==> config.mk <==
export PLATFORM = sky130hd
export DESIGN_NAME = tach_speed_regulator_core
export DESIGN_NICKNAME = d
export VERILOG_FILES = /design/src/rtl/tsr_pkg.sv /design/src/rtl/tsr_div.sv /design/src/rtl/tsr_ctrl.sv /design/src/rtl/tach_speed_regulator_core.sv
export SDC_FILE = /design/constraint.sdc
export NUM_CORES = 2
export LEC_CHECK = 0
export BUFFER_PORTS_ARGS = -buffer_cell sky130_fd_sc_hd__buf_2
export CELL_PAD_IN_SITES_DETAIL_PLACEMENT = 1
export CELL_PAD_IN_SITES_GLOBAL_PLACEMENT = 1
export CORE_MARGIN = 2
export CORE_UTILIZATION = 56
export CTS_CLUSTER_SIZE = 12
export DETAILED_ROUTE_END_ITERATION = 10
export PLACE_DENSITY_LB_ADDON = 0.1
export SLEW_MARGIN = 20
export SYNTH_ARGS = -nofsm -noshare
export SYNTH_HDL_FRONTEND = slang
export SYNTH_HIERARCHICAL = 1
export SYNTH_SLANG_ARGS = --single-unit
export TNS_END_PERCENT = 10
==> constraint.sdc <==
create_clock -name clk -period 32.3 [get_ports clk]
set_clock_uncertainty 0.1 [all_clocks]
set_input_delay 8.075 -clock clk [delete_from_list [all_inputs] [get_ports clk]]
set_output_delay 8.075 -clock clk [all_outputs]
set_load 0.05 [all_outputs]
==> src/rtl/tsr_pkg.sv <==
// shared types, codes and constants of the tachometer speed regulator
// no dependencies
`timescale 1ns / 1ps

package tsr_pkg;

    localparam int unsigned TIME_W  = 32;
    localparam int unsigned RPM_W   = 16;
    localparam int unsigned LEVEL_W = 16;
    localparam int unsigned PCT_W   = 7;
    localparam int unsigned CFG_IDX_W  = 3;
    localparam int unsigned CFG_DATA_W = 32;
    localparam int unsigned DIV_W   = 32;
    localparam int unsigned DIV_CNT_W = $clog2(DIV_W);

    localparam logic [CFG_IDX_W-1:0] CFG_RPM_SETPOINT = 3'd0;
    localparam logic [CFG_IDX_W-1:0] CFG_LOCK_WINDOW  = 3'd1;
    localparam logic [CFG_IDX_W-1:0] CFG_HIGH_DUTY    = 3'd2;
    localparam logic [CFG_IDX_W-1:0] CFG_LOW_DUTY     = 3'd3;
    localparam logic [CFG_IDX_W-1:0] CFG_STALL_TMO    = 3'd4;
    localparam logic [CFG_IDX_W-1:0] CFG_SPIN_DIR     = 3'd5;

    localparam logic OP_EDGE = 1'b0;
    localparam logic OP_TICK = 1'b1;

    localparam logic [RPM_W-1:0]   RST_RPM_SETPOINT = 16'd1200;
    localparam logic [RPM_W-1:0]   RST_LOCK_WINDOW = 16'd15;
    localparam logic [PCT_W-1:0]   RST_HIGH_DUTY   = 7'd90;
    localparam logic [PCT_W-1:0]   RST_LOW_DUTY    = 7'd60;
    localparam logic [TIME_W-1:0]  RST_STALL_TMO   = 32'd3000000;
    localparam logic               RST_SPIN_DIR    = 1'b1;
    localparam logic [RPM_W-1:0]   RST_MEASURED_RPM = 16'd75;

    localparam logic [DIV_W-1:0]   US_PER_MS     = 32'd1000;
    localparam logic [DIV_W-1:0]   RPM_NUMERATOR = 32'd60000;
    localparam logic [DIV_W-1:0]   PCT_FULL      = 32'd100;
    localparam logic [LEVEL_W-1:0] FULL_LEVEL    = 16'hFFFF;
    localparam logic [RPM_W-1:0]   RPM_SATURATED = 16'hFFFF;

    // x / 1000 as (x * MS_RECIP) >> MS_SHIFT, exact for any 32-bit x
    localparam int unsigned MS_SHIFT   = 38;
    localparam int unsigned MS_RECIP_W = 29;
    localparam int unsigned MS_PROD_W  = TIME_W + MS_RECIP_W;
    localparam logic [MS_RECIP_W-1:0] MS_RECIP =
        MS_RECIP_W'((64'd1 << MS_SHIFT) / 64'(US_PER_MS) + 64'd1);

    // pct * 65535 / 100 as (pct * LEVEL_RECIP) >> LEVEL_SHIFT, exact for 7-bit pct
    localparam int unsigned LEVEL_SHIFT   = 30;
    localparam int unsigned LEVEL_RECIP_W = 40;
    localparam int unsigned LEVEL_PROD_W  = PCT_W + LEVEL_RECIP_W;
    localparam logic [LEVEL_RECIP_W-1:0] LEVEL_RECIP =
        LEVEL_RECIP_W'(((64'd1 << LEVEL_SHIFT) / 64'(PCT_FULL) + 64'd1) * 64'(FULL_LEVEL));

    typedef enum logic [2:0] {
        ST_IDLE,
        ST_MS,
        ST_RPM,
        ST_LEVEL,
        ST_WRITE
    } tsr_state_t;

    typedef struct packed {
        logic [RPM_W-1:0]  rpm_setpoint;
        logic [RPM_W-1:0]  lock_window;
        logic [PCT_W-1:0]  high_duty_pct;
        logic [PCT_W-1:0]  low_duty_pct;
        logic [TIME_W-1:0] stall_timeout_us;
        logic              spin_direction;
    } cfg_t;

    typedef struct packed {
        logic             start;
        logic [DIV_W-1:0] dividend;
        logic [DIV_W-1:0] divisor;
    } div_req_t;

    typedef struct packed {
        logic             done;
        logic [DIV_W-1:0] quotient;
    } div_rsp_t;

endpackage

==> src/rtl/tsr_div.sv <==
// shared 32-bit shift-subtract divider, one quotient bit per cycle
// depends on tsr_pkg
`timescale 1ns / 1ps

module tsr_div
(
    input  logic              clk,
    input  logic              rst_n,
    input  tsr_pkg::div_req_t req,
    output tsr_pkg::div_rsp_t rsp
);

    logic                           busy_reg;
    logic                           busy_next;
    logic                           done_reg;
    logic                           done_next;
    logic [tsr_pkg::DIV_CNT_W-1:0]  cnt_reg;
    logic [tsr_pkg::DIV_CNT_W-1:0]  cnt_next;
    logic [tsr_pkg::DIV_W-1:0]      rem_reg;
    logic [tsr_pkg::DIV_W-1:0]      rem_next;
    logic [tsr_pkg::DIV_W-1:0]      quo_reg;
    logic [tsr_pkg::DIV_W-1:0]      quo_next;
    logic [tsr_pkg::DIV_W-1:0]      dsr_reg;
    logic [tsr_pkg::DIV_W-1:0]      dsr_next;
    logic [tsr_pkg::DIV_W:0]        shifted;
    logic [tsr_pkg::DIV_W:0]        diff;
    logic                           fits;

    assign shifted = {rem_reg, quo_reg[tsr_pkg::DIV_W-1]};
    assign diff    = shifted - {1'b0, dsr_reg};
    assign fits    = shifted >= {1'b0, dsr_reg};

    always_comb
    begin
        busy_next = busy_reg;
        done_next = 1'b0;
        cnt_next  = cnt_reg;
        rem_next  = rem_reg;
        quo_next  = quo_reg;
        dsr_next  = dsr_reg;
        if (req.start)
        begin
            busy_next = 1'b1;
            cnt_next  = '0;
            rem_next  = '0;
            quo_next  = req.dividend;
            dsr_next  = req.divisor;
        end
        else if (busy_reg)
        begin
            rem_next = fits ? diff[tsr_pkg::DIV_W-1:0] : shifted[tsr_pkg::DIV_W-1:0];
            quo_next = {quo_reg[tsr_pkg::DIV_W-2:0], fits};
            cnt_next = cnt_reg + 1'b1;
            if (cnt_reg == tsr_pkg::DIV_CNT_W'(tsr_pkg::DIV_W - 1))
            begin
                busy_next = 1'b0;
                done_next = 1'b1;
            end
        end
    end

    always_ff @(posedge clk or negedge rst_n)
    begin
        if (!rst_n)
        begin
            busy_reg <= 1'b0;
            done_reg <= 1'b0;
            cnt_reg  <= '0;
        end
        else
        begin
            busy_reg <= busy_next;
            done_reg <= done_next;
            cnt_reg  <= cnt_next;
        end
    end

    always_ff @(posedge clk)
    begin
        rem_reg <= rem_next;
        quo_reg <= quo_next;
        dsr_reg <= dsr_next;
    end

    assign rsp.done     = done_reg;
    assign rsp.quotient = quo_reg;

endmodule

==> src/rtl/tsr_ctrl.sv <==
// sequencer, regulator state and output word register
// depends on tsr_pkg; drives the shared divider tsr_div
`timescale 1ns / 1ps

module tsr_ctrl
(
    input  logic                           clk,
    input  logic                           rst_n,
    input  tsr_pkg::cfg_t                  cfg,
    input  logic                           in_valid,
    output logic                           in_ready,
    input  logic                           operation,
    input  logic [tsr_pkg::TIME_W-1:0]     time_us,
    output logic                           out_valid,
    input  logic                           out_ready,
    output logic [tsr_pkg::LEVEL_W-1:0]    pwm_left_level,
    output logic [tsr_pkg::LEVEL_W-1:0]    pwm_right_level,
    output logic [tsr_pkg::RPM_W-1:0]      speed_rpm,
    output logic                           at_speed,
    output logic                           drive_on,
    output tsr_pkg::div_req_t              div_req,
    input  tsr_pkg::div_rsp_t              div_rsp
);

    tsr_pkg::tsr_state_t state_reg;
    tsr_pkg::tsr_state_t state_next;

    logic                          op_reg;
    logic                          op_next;
    logic [tsr_pkg::TIME_W-1:0]    time_reg;
    logic [tsr_pkg::TIME_W-1:0]    time_next;
    logic [tsr_pkg::TIME_W-1:0]    elapsed_reg;
    logic [tsr_pkg::TIME_W-1:0]    elapsed_next;
    logic [tsr_pkg::DIV_W-1:0]     q_reg;
    logic [tsr_pkg::DIV_W-1:0]     q_next;
    logic [tsr_pkg::RPM_W-1:0]     rpm_reg;
    logic [tsr_pkg::RPM_W-1:0]     rpm_next;
    logic [tsr_pkg::TIME_W-1:0]    last_edge_reg;
    logic [tsr_pkg::TIME_W-1:0]    last_edge_next;
    logic                          enabled_reg;
    logic                          enabled_next;
    logic                          at_target_reg;
    logic                          at_target_next;
    logic [tsr_pkg::LEVEL_W-1:0]   left_reg;
    logic [tsr_pkg::LEVEL_W-1:0]   left_next;
    logic [tsr_pkg::LEVEL_W-1:0]   right_reg;
    logic [tsr_pkg::LEVEL_W-1:0]   right_next;
    logic                          out_valid_reg;
    logic                          out_valid_next;
    logic [tsr_pkg::LEVEL_W-1:0]   out_left_reg;
    logic [tsr_pkg::LEVEL_W-1:0]   out_right_reg;
    logic [tsr_pkg::RPM_W-1:0]     out_rpm_reg;
    logic                          out_at_reg;
    logic                          out_on_reg;

    logic                          accept;
    logic                          write_out;
    logic [tsr_pkg::MS_PROD_W-1:0] ms_prod;
    logic [tsr_pkg::DIV_W-1:0]     ms;
    logic                          ms_zero;
    logic [tsr_pkg::PCT_W-1:0]     pct;
    logic [tsr_pkg::LEVEL_PROD_W-1:0] level_prod;
    logic [tsr_pkg::LEVEL_PROD_W-tsr_pkg::LEVEL_SHIFT-1:0] level_raw;
    logic [tsr_pkg::LEVEL_W-1:0]   level;
    logic [tsr_pkg::TIME_W-1:0]    elapsed_in;
    logic                          stale;
    logic signed [tsr_pkg::RPM_W+1:0] band_lo;
    logic [tsr_pkg::RPM_W:0]       band_hi;
    logic                          in_band;

    assign accept      = in_valid && in_ready;
    assign elapsed_in  = time_us - last_edge_reg;
    assign ms_prod     = tsr_pkg::MS_PROD_W'(elapsed_reg)
                         * tsr_pkg::MS_PROD_W'(tsr_pkg::MS_RECIP);
    assign ms          = tsr_pkg::DIV_W'(ms_prod[tsr_pkg::MS_PROD_W-1:tsr_pkg::MS_SHIFT]);
    assign ms_zero     = (ms == '0);
    assign stale       = elapsed_reg > cfg.stall_timeout_us;
    assign pct         = (rpm_reg < cfg.rpm_setpoint) ? cfg.high_duty_pct : cfg.low_duty_pct;
    assign level_prod  = tsr_pkg::LEVEL_PROD_W'(pct)
                         * tsr_pkg::LEVEL_PROD_W'(tsr_pkg::LEVEL_RECIP);
    assign level_raw   = level_prod[tsr_pkg::LEVEL_PROD_W-1:tsr_pkg::LEVEL_SHIFT];
    assign level       = (q_reg[tsr_pkg::DIV_W-1:tsr_pkg::LEVEL_W] != '0)
                         ? tsr_pkg::FULL_LEVEL : q_reg[tsr_pkg::LEVEL_W-1:0];
    assign band_lo     = $signed({2'b00, cfg.rpm_setpoint}) - $signed({2'b00, cfg.lock_window});
    assign band_hi     = {1'b0, cfg.rpm_setpoint} + {1'b0, cfg.lock_window};
    assign in_band     = ($signed({2'b00, rpm_reg}) > band_lo) && ({1'b0, rpm_reg} < band_hi);

    // next state
    always_comb
    begin
        state_next = state_reg;
        case (state_reg)
            tsr_pkg::ST_IDLE:
            begin
                if (in_valid)
                begin
                    state_next = (operation == tsr_pkg::OP_EDGE) ? tsr_pkg::ST_MS
                                                                 : tsr_pkg::ST_LEVEL;
                end
            end
            tsr_pkg::ST_MS:
            begin
                state_next = ms_zero ? tsr_pkg::ST_WRITE : tsr_pkg::ST_RPM;
            end
            tsr_pkg::ST_RPM:
            begin
                if (div_rsp.done)
                begin
                    state_next = tsr_pkg::ST_WRITE;
                end
            end
            tsr_pkg::ST_LEVEL:
            begin
                state_next = tsr_pkg::ST_WRITE;
            end
            tsr_pkg::ST_WRITE:
            begin
                if (!out_valid_reg || out_ready)
                begin
                    state_next = tsr_pkg::ST_IDLE;
                end
            end
            default:
            begin
                state_next = tsr_pkg::ST_IDLE;
            end
        endcase
    end

    // sequencer outputs
    always_comb
    begin
        in_ready         = 1'b0;
        write_out        = 1'b0;
        div_req.start    = 1'b0;
        div_req.dividend = tsr_pkg::RPM_NUMERATOR;
        div_req.divisor  = ms;
        case (state_reg)
            tsr_pkg::ST_IDLE:
            begin
                in_ready = 1'b1;
            end
            tsr_pkg::ST_MS:
            begin
                div_req.start = !ms_zero;
            end
            tsr_pkg::ST_WRITE:
            begin
                write_out = !out_valid_reg || out_ready;
            end
            default:
            begin
                in_ready = 1'b0;
            end
        endcase
    end

    // datapath
    always_comb
    begin
        op_next        = op_reg;
        time_next      = time_reg;
        elapsed_next   = elapsed_reg;
        q_next         = q_reg;
        rpm_next       = rpm_reg;
        last_edge_next = last_edge_reg;
        enabled_next   = enabled_reg;
        at_target_next = at_target_reg;
        left_next      = left_reg;
        right_next     = right_reg;
        if (accept)
        begin
            op_next      = operation;
            time_next    = time_us;
            elapsed_next = elapsed_in;
        end
        if (state_reg == tsr_pkg::ST_MS && ms_zero)
        begin
            q_next = tsr_pkg::DIV_W'(tsr_pkg::RPM_SATURATED);
        end
        if (state_reg == tsr_pkg::ST_RPM && div_rsp.done)
        begin
            q_next = div_rsp.quotient;
        end
        if (state_reg == tsr_pkg::ST_LEVEL)
        begin
            q_next = tsr_pkg::DIV_W'(level_raw);
        end
        if (write_out)
        begin
            if (op_reg == tsr_pkg::OP_EDGE)
            begin
                rpm_next       = q_reg[tsr_pkg::RPM_W-1:0];
                last_edge_next = time_reg;
            end
            else
            begin
                if (enabled_reg)
                begin
                    left_next      = cfg.spin_direction ? '0 : level;
                    right_next     = cfg.spin_direction ? level : '0;
                    at_target_next = in_band;
                end
                else
                begin
                    left_next  = '0;
                    right_next = '0;
                end
                if (stale)
                begin
                    enabled_next   = 1'b0;
                    at_target_next = 1'b0;
                end
                else
                begin
                    enabled_next = 1'b1;
                end
            end
        end
        out_valid_next = write_out ? 1'b1 : (out_valid_reg && !out_ready);
    end

    always_ff @(posedge clk or negedge rst_n)
    begin
        if (!rst_n)
        begin
            state_reg     <= tsr_pkg::ST_IDLE;
            rpm_reg       <= tsr_pkg::RST_MEASURED_RPM;
            last_edge_reg <= '0;
            enabled_reg   <= 1'b0;
            at_target_reg <= 1'b0;
            left_reg      <= '0;
            right_reg     <= '0;
            out_valid_reg <= 1'b0;
        end
        else
        begin
            state_reg     <= state_next;
            rpm_reg       <= rpm_next;
            last_edge_reg <= last_edge_next;
            enabled_reg   <= enabled_next;
            at_target_reg <= at_target_next;
            left_reg      <= left_next;
            right_reg     <= right_next;
            out_valid_reg <= out_valid_next;
        end
    end

    always_ff @(posedge clk)
    begin
        op_reg      <= op_next;
        time_reg    <= time_next;
        elapsed_reg <= elapsed_next;
        q_reg       <= q_next;
        if (write_out)
        begin
            out_left_reg  <= left_next;
            out_right_reg <= right_next;
            out_rpm_reg   <= rpm_next;
            out_at_reg    <= at_target_next;
            out_on_reg    <= enabled_next;
        end
    end

    assign out_valid       = out_valid_reg;
    assign pwm_left_level  = out_left_reg;
    assign pwm_right_level = out_right_reg;
    assign speed_rpm       = out_rpm_reg;
    assign at_speed        = out_at_reg;
    assign drive_on        = out_on_reg;

    a_start_placement: assert property (@(posedge clk) disable iff (!rst_n)
        div_req.start |-> (state_reg == tsr_pkg::ST_MS))
        else $error("divider started outside millisecond step");

    a_lock_needs_drive: assert property (@(posedge clk) disable iff (!rst_n)
        at_target_reg |-> enabled_reg)
        else $error("at-target flag set while drive is off");

    a_one_side_driven: assert property (@(posedge clk) disable iff (!rst_n)
        !(left_reg != '0 && right_reg != '0))
        else $error("both pwm levels nonzero");

    a_accept_leaves_idle: assert property (@(posedge clk) disable iff (!rst_n)
        accept |=> state_reg != tsr_pkg::ST_IDLE)
        else $error("accepted word did not start the sequencer");

endmodule

==> src/rtl/tach_speed_regulator_core.sv <==
// top level of the tachometer speed regulator: configuration registers and instances
// depends on tsr_pkg, tsr_div, tsr_ctrl
`timescale 1ns / 1ps

// Bang-bang motor speed regulator. Each input word is a tachometer edge or a control
// tick with a 32-bit microsecond timestamp; each word yields one output word with the
// state after the update. One word is handled at a time and in_ready is low while it is
// worked on. Whole milliseconds and the duty level come from constant reciprocal
// multiplies; 60000/ms goes through a shared shift-subtract divider that produces one
// quotient bit per cycle. A tick goes through the level and write steps; an edge goes
// through the millisecond step, the divider and the write step, or skips the divider with
// a saturated speed when the edges are less than one millisecond apart. The output word
// is registered, so a word not yet taken holds only the write step of the next one.
// Configuration is written through cfg_write_en/cfg_index/cfg_data and takes effect at
// once; write it only while idle.

module tach_speed_regulator_core
(
    input  logic                              clk,
    input  logic                              rst_n,
    input  logic                              cfg_write_en,
    input  logic [tsr_pkg::CFG_IDX_W-1:0]     cfg_index,
    input  logic [tsr_pkg::CFG_DATA_W-1:0]    cfg_data,
    input  logic                              in_valid,
    output logic                              in_ready,
    input  logic                              operation,
    input  logic [tsr_pkg::TIME_W-1:0]        time_us,
    output logic                              out_valid,
    input  logic                              out_ready,
    output logic [tsr_pkg::LEVEL_W-1:0]       pwm_left_level,
    output logic [tsr_pkg::LEVEL_W-1:0]       pwm_right_level,
    output logic [tsr_pkg::RPM_W-1:0]         speed_rpm,
    output logic                              at_speed,
    output logic                              drive_on
);

    tsr_pkg::cfg_t     cfg_reg;
    tsr_pkg::cfg_t     cfg_next;
    tsr_pkg::div_req_t div_req;
    tsr_pkg::div_rsp_t div_rsp;

    always_comb
    begin
        cfg_next = cfg_reg;
        if (cfg_write_en)
        begin
            case (cfg_index)
                tsr_pkg::CFG_RPM_SETPOINT:
                    cfg_next.rpm_setpoint = cfg_data[tsr_pkg::RPM_W-1:0];
                tsr_pkg::CFG_LOCK_WINDOW:
                    cfg_next.lock_window = cfg_data[tsr_pkg::RPM_W-1:0];
                tsr_pkg::CFG_HIGH_DUTY:
                    cfg_next.high_duty_pct = cfg_data[tsr_pkg::PCT_W-1:0];
                tsr_pkg::CFG_LOW_DUTY:
                    cfg_next.low_duty_pct = cfg_data[tsr_pkg::PCT_W-1:0];
                tsr_pkg::CFG_STALL_TMO:
                    cfg_next.stall_timeout_us = cfg_data[tsr_pkg::TIME_W-1:0];
                tsr_pkg::CFG_SPIN_DIR:
                    cfg_next.spin_direction = cfg_data[0];
                default:
                    cfg_next = cfg_reg;
            endcase
        end
    end

    always_ff @(posedge clk or negedge rst_n)
    begin
        if (!rst_n)
        begin
            cfg_reg.rpm_setpoint     <= tsr_pkg::RST_RPM_SETPOINT;
            cfg_reg.lock_window      <= tsr_pkg::RST_LOCK_WINDOW;
            cfg_reg.high_duty_pct    <= tsr_pkg::RST_HIGH_DUTY;
            cfg_reg.low_duty_pct     <= tsr_pkg::RST_LOW_DUTY;
            cfg_reg.stall_timeout_us <= tsr_pkg::RST_STALL_TMO;
            cfg_reg.spin_direction   <= tsr_pkg::RST_SPIN_DIR;
        end
        else
        begin
            cfg_reg <= cfg_next;
        end
    end

    tsr_div u_div
    (
        .clk   (clk),
        .rst_n (rst_n),
        .req   (div_req),
        .rsp   (div_rsp)
    );

    tsr_ctrl u_ctrl
    (
        .clk             (clk),
        .rst_n           (rst_n),
        .cfg             (cfg_reg),
        .in_valid        (in_valid),
        .in_ready        (in_ready),
        .operation       (operation),
        .time_us         (time_us),
        .out_valid       (out_valid),
        .out_ready       (out_ready),
        .pwm_left_level  (pwm_left_level),
        .pwm_right_level (pwm_right_level),
        .speed_rpm       (speed_rpm),
        .at_speed        (at_speed),
        .drive_on        (drive_on),
        .div_req         (div_req),
        .div_rsp         (div_rsp)
    );

endmodule
After elaboration in Yosys (flattened, before gate mapping)

Cells that the tools add are included.

Add/sub/neg operators: 5
$mul: 2
$lt $le $gt $ge: 5
Equal/unequal tests: 13
Multiplexer cells: 41
Bitwise gates (word level): 1
Reductions and logical operators: 24

Operators by type and width:

| operator                                             | number |
|---|---|
| two-way mux 16 bit                                   | 11 |
| two-way mux 32 bit                                   | 3 |
| multiplier 32 x 29 -> 61 bit (second input constant) | 1 |
| multiplier 7 x 40 -> 47 bit (second input constant)  | 1 |
| greater-or-equal comparator 33 x 23 -> 1 bit         | 1 |
| > comparator 32 bit                                  | 1 |
| logical NOT 32 bit                                   | 1 |
| subtractor 32 x 23 -> 32 bit                         | 1 |
| subtractor 32 bit                                    | 1 |
| > comparator 17 x 18 -> 1 bit                        | 1 |
| adder 16 x 16 -> 17 bit                              | 1 |
| < comparator 16 x 17 -> 1 bit                        | 1 |
| two-way mux 1 bit                                    | 17 |
| two-way mux 17 bit                                   | 1 |
| subtractor 16 x 16 -> 17 bit                         | 1 |
| < comparator 16 bit                                  | 1 |
| nonzero test 16 bit                                  | 1 |
| case mux 3 bit (5 select lines)                      | 1 |
| AND reduction 2 bit                                  | 7 |
| == test 3 x 2 -> 1 bit (second input constant)       | 4 |
| two-way mux 3 bit                                    | 4 |
| two-way mux 5 bit                                    | 2 |
| == test 3 bit (second input constant)                | 3 |
| two-way mux 7 bit                                    | 1 |
| other kinds (14)                                     | 24 |

Bits in registers: 406
Input port bits: 73
Output and inout bits: 52

Depth between registers and ports, before layout

Depth after elaboration: 7
Depth in mapped cells: 34
Depth with buffers taken out: 31

By module

Netlist, hierarchy kept.

By module, submodules not included:

| module                    | times used | cells each | area an instance (um^2) |
|---|---|---|---|
| tsr_ctrl                  | 1          | 3172       | 31208.7 |
| tsr_div                   | 1          | 586        | 5935.7 |
| tach_speed_regulator_core | 1          | 172        | 3051.7 |

Worst setup path after synthesis

OpenSTA, ideal clock, no wires.

Path kind: register to register
Start: register u_ctrl/elapsed_reg[20] (netlist name)
End: register u_div/quo_reg[0] (netlist name), enable pin
Setup time: 387 ps
Arrival time: 10665 ps
Data required time: 31813 ps
Slack: 21148 ps
Cell stages (with the launch flop): 32
Buffers on the path: 3
Period minus slack after synthesis: 11152 ps
Path through: edfxtp_1 ha_1 fa_1 fa_1 inv_1 fa_1 inv_1 fa_1 inv_1 fa_1 inv_1 fa_1 inv_1 fa_1 inv_1 ha_1 nand2_1 nor4_1 nand3_1 a311oi_1 nor2_1 o21bai_1 a31oi_1 nor2b_1 xnor2_1 nor4_4 buf_6 nor3_1 clkbuf_1 nor2_1 clkbuf_1 inv_1

RTL lines:

| what                   | RTL line        | text |
|---|---|---|
| start, declared        | tsr_ctrl.sv:32  | `logic [tsr_pkg::TIME_W-1:0] elapsed_reg;` |
| start signal, assigned | tsr_ctrl.sv:253 | `elapsed_reg <= elapsed_next;` |
| end signal, assigned   | tsr_div.sv:81   | `quo_reg <= quo_next;` |
| end, declared          | tsr_div.sv:21   | `logic [tsr_pkg::DIV_W-1:0] quo_reg;` |

Worst setup path after layout

Start: input time_us[0] (netlist name)
End: register u_ctrl/elapsed_reg[30] (netlist name) (data pin)

Cells in the longest elaborated chain, start to end: 1

RTL lines:

| what                           | RTL line                        | text |
|---|---|---|
| start, declared                | tach_speed_regulator_core.sv:27 | `input logic [tsr_pkg::TIME_W-1:0] time_us,` |
| subtractor 32 bit              | tsr_ctrl.sv:72                  | `assign elapsed_in = time_us - last_edge_reg;` |
| via u_ctrl.elapsed_in, one bit | tsr_ctrl.sv:65                  | `logic [tsr_pkg::TIME_W-1:0] elapsed_in;` |

The timed path passes the listed nets, and every way through them passes these cells.
A chain may end at the register's enable or synchronous reset.

==> impl_metrics.toml <==
[grt]
gr-usage-met1 = 0.4264
antenna_found_initial = 3
grt.met2_usage = 0.5293
gr-max-usage-layer = "met2"
grt_max_degree = 106
grt_pass1_wl_um = 179700
grt_usage = 0.3118
grt_pass1_vias = 32085
grt_util_met3 = 0.04108
gr-total-overflow = 0

[placement]
portBuffers = 124
globalplace.congestion = 0.8811
place_hpwl_um = 90480
place_area_um2 = 41700

[synth]
synthMuxAreaShare = 0.04414
synthArstFlopShare = 0.4145
synth-compound-area-share = 0.1044
synth_top_family_by_area = "adder cells"
synthAdderAreaFrac = 0.3765
seq_area_frac_synth = 0.2779
syn_inst = 3930
yosysWarnings = 6
yosysMostFrequentCell = "inv_1"
yosysTopAreaCellShare = 0.2042
syn_area_um2 = 40200
ys_ff_latch = 415
synthXorXnorAreaFrac = 0.02571
ys_types = 86
synth-simple-area-share = 0.08159
synth-main-ff-cell = "edfxtp_1"
synth-edff-count = 196
synth_top_cells_by_area = "ha_1, fa_1, edfxtp_1"
yosys.area.top_type = "ha_1"
avgSynthCellArea_um2 = 10.23
synthTopCellsByCount = "inv_1, ha_1, fa_1, nand2_1, edfxtp_1"

[layout]
largest_reg_flops = 79
drive_above_1_share = 0.1009
final_nets = 5121
post-route-cell-area_um2 = 43310
areaGrowthSynthToFinish_pct = 7.757

[critical_path]
crit_type = "input pin to flop"
endpoint_kind = "flop"
path_max_fanout = 4
crit_required_ns = 32.51
worstSetupStartpointType = "input pin"
critPathArrivalTime_ns = 11.59

[hold_path]
hp-class = "flop to flop"

[outcome]
run_status = "finished, final reports clean"

[detailed_routing]
first_pass_iters = 5
via_per_inst = 5.736
ant_nets = 0
drt-total-wl_um = 114200
first_iter_violations = 1780
avgRoutedWirePerCell_um = 22.68
vias = 28887
drc = 0

[die]
die_w_um = 271.9
start_util = 0.5642
ioPinCount = 125
die_area_um2 = 73940
rows = 98
core_area_um2 = 71240
die_y_um = 271.9

[clocking]
cts_root_buf = "clkbuf_16"
cts-resized-gates = 0
ctsHoldBuffers = 0
clock_path_buffers = 3
clk_pin_slew_ns = 0.06
cts_htree_levels = 2
insertion_delay_ns = 0.60
cts-buffers-inserted = 47
cts.sinks = 415
postCtsSetupBuffers = 0
tritoncts = "yes"

[sta]
worst_slew_pin_slew_ns = 1.088
fin_crit_ns = 11.38
final-setup-viol-count = 0
rsz0062_at_grt = "no"
final.period_utilization = 0.3524
max_freq_mhz = 87.85
report.final.slew_viol_count = 0
hold_viol = 0
slew_headroom = 0.2749
tns_ns = 0

[run]
maxCapViolCount = 0
## final cells by class
| class | count | area [um^2] |
|---|---|---|
| tap | 950 | 1189 |
| antenna | 1 | 2.502 |
| multi-input combinational | 2654 | 25630 |
| sequential | 415 | 11170 |
| timing repair buffer | 146 | 798.3 |
| clock buffer | 65 | 1306 |
| clock inverter | 23 | 280.3 |
| fill | 7815 | 27930 |
| inverter | 782 | 2935 |
## through the flow
stage               setup slack (ns)  hold WS (ns)  std cells    util
global placement               20.66        0.3294       4946  0.5853
floorplan                      21.15        0.3260       3969       -
CTS                            20.92        0.3406       5034  0.6076
detailed placement             20.53        0.3434       4946  0.5853
finish                         20.92        0.3510       5036  0.6080
global route                   20.68        0.3773       5036  0.6080
## logic make-up after synthesis
family | count (synthesis)
buffers and inverters | 900
AND/OR/NAND/NOR | 672
XOR/XNOR | 118
flip-flops | 415
AO/OA/AOI/OAI | 660
other | 2
multiplexers | 161
adder cells (fa/ha/maj) | 1002
## layer usage
layer / share of wire / vias up
li1: - / 13401
met1: 0.45 / 14718
met5: 0.000061 / -
met3: 0.047 / 156
met4: 0.021 / 2
met2: 0.48 / 610
## final timing paths
kind	start	end	slack [ns]	cells past startpoint
setup / recovery	time_us[0]	u_ctrl/elapsed_reg[30]$_DFFE_PP_	20.92	15
hold / removal	u_ctrl/time_reg[11]$_DFFE_PP_	u_ctrl/last_edge_reg[11]$_DFFE_PN0P_	0.35	2
setup reg to reg	u_ctrl/elapsed_reg[10]$_DFFE_PP_	u_div/rem_reg[27]$_SDFFE_PP0P_	21.51	29
hold reg to reg	u_ctrl/time_reg[11]$_DFFE_PP_	u_ctrl/last_edge_reg[11]$_DFFE_PN0P_	0.35	2
max in group asynchronous	rst_n	cfg_reg[30]$_DFFE_PN0P_	22.96	2
min in group asynchronous	rst_n	u_ctrl/last_edge_reg[11]$_DFFE_PN0P_	7.48	1
## critical path, cell delays in order
cell	delay (ns)
buf_2	0.09
inv_1	0.04
ha_1	0.21
fa_1	0.40
nor2b_1	0.12
o21ai_0	0.11
a21oi_1	0.32
o21bai_1	0.17
a311oi_1	0.49
a211o_1	0.24
a31oi_1	0.16
o311a_1	0.42
o21ai_0	0.34
a21boi_0	0.23
xnor2_1	0.17
## placed cells by master, fill, tap and decap left out, types with 10 or more instances in the layout
cell type,instances
nand2_1,200
clkbuf_16,49
a211oi_1,35
dfxtp_1,47
conb_1,41
nor2_1,167
buf_4,21
dfstp_2,31
fa_1,346
o21bai_1,21
clkinv_2,10
o211ai_1,19
a31oi_1,29
and2_1,13
inv_1,782
a21o_1,58
xor2_1,28
o22a_1,16
nor4_1,20
nor3_1,31
dfrtp_1,141
clkbuf_1,14
and3_1,35
o21ai_0,173
xnor2_1,90
nand2b_1,39
o21a_1,29
nor2b_1,29
mux2_2,128
nand3_1,44
edfxtp_1,196
a21oi_1,175
buf_2,123
o21ai_1,12
ha_1,656
mux2i_1,31
nand4_1,46
Power is left out: the tool's default activity adds up to more than one toggle a clock period on the data nets, which glitch-free logic cannot reach.
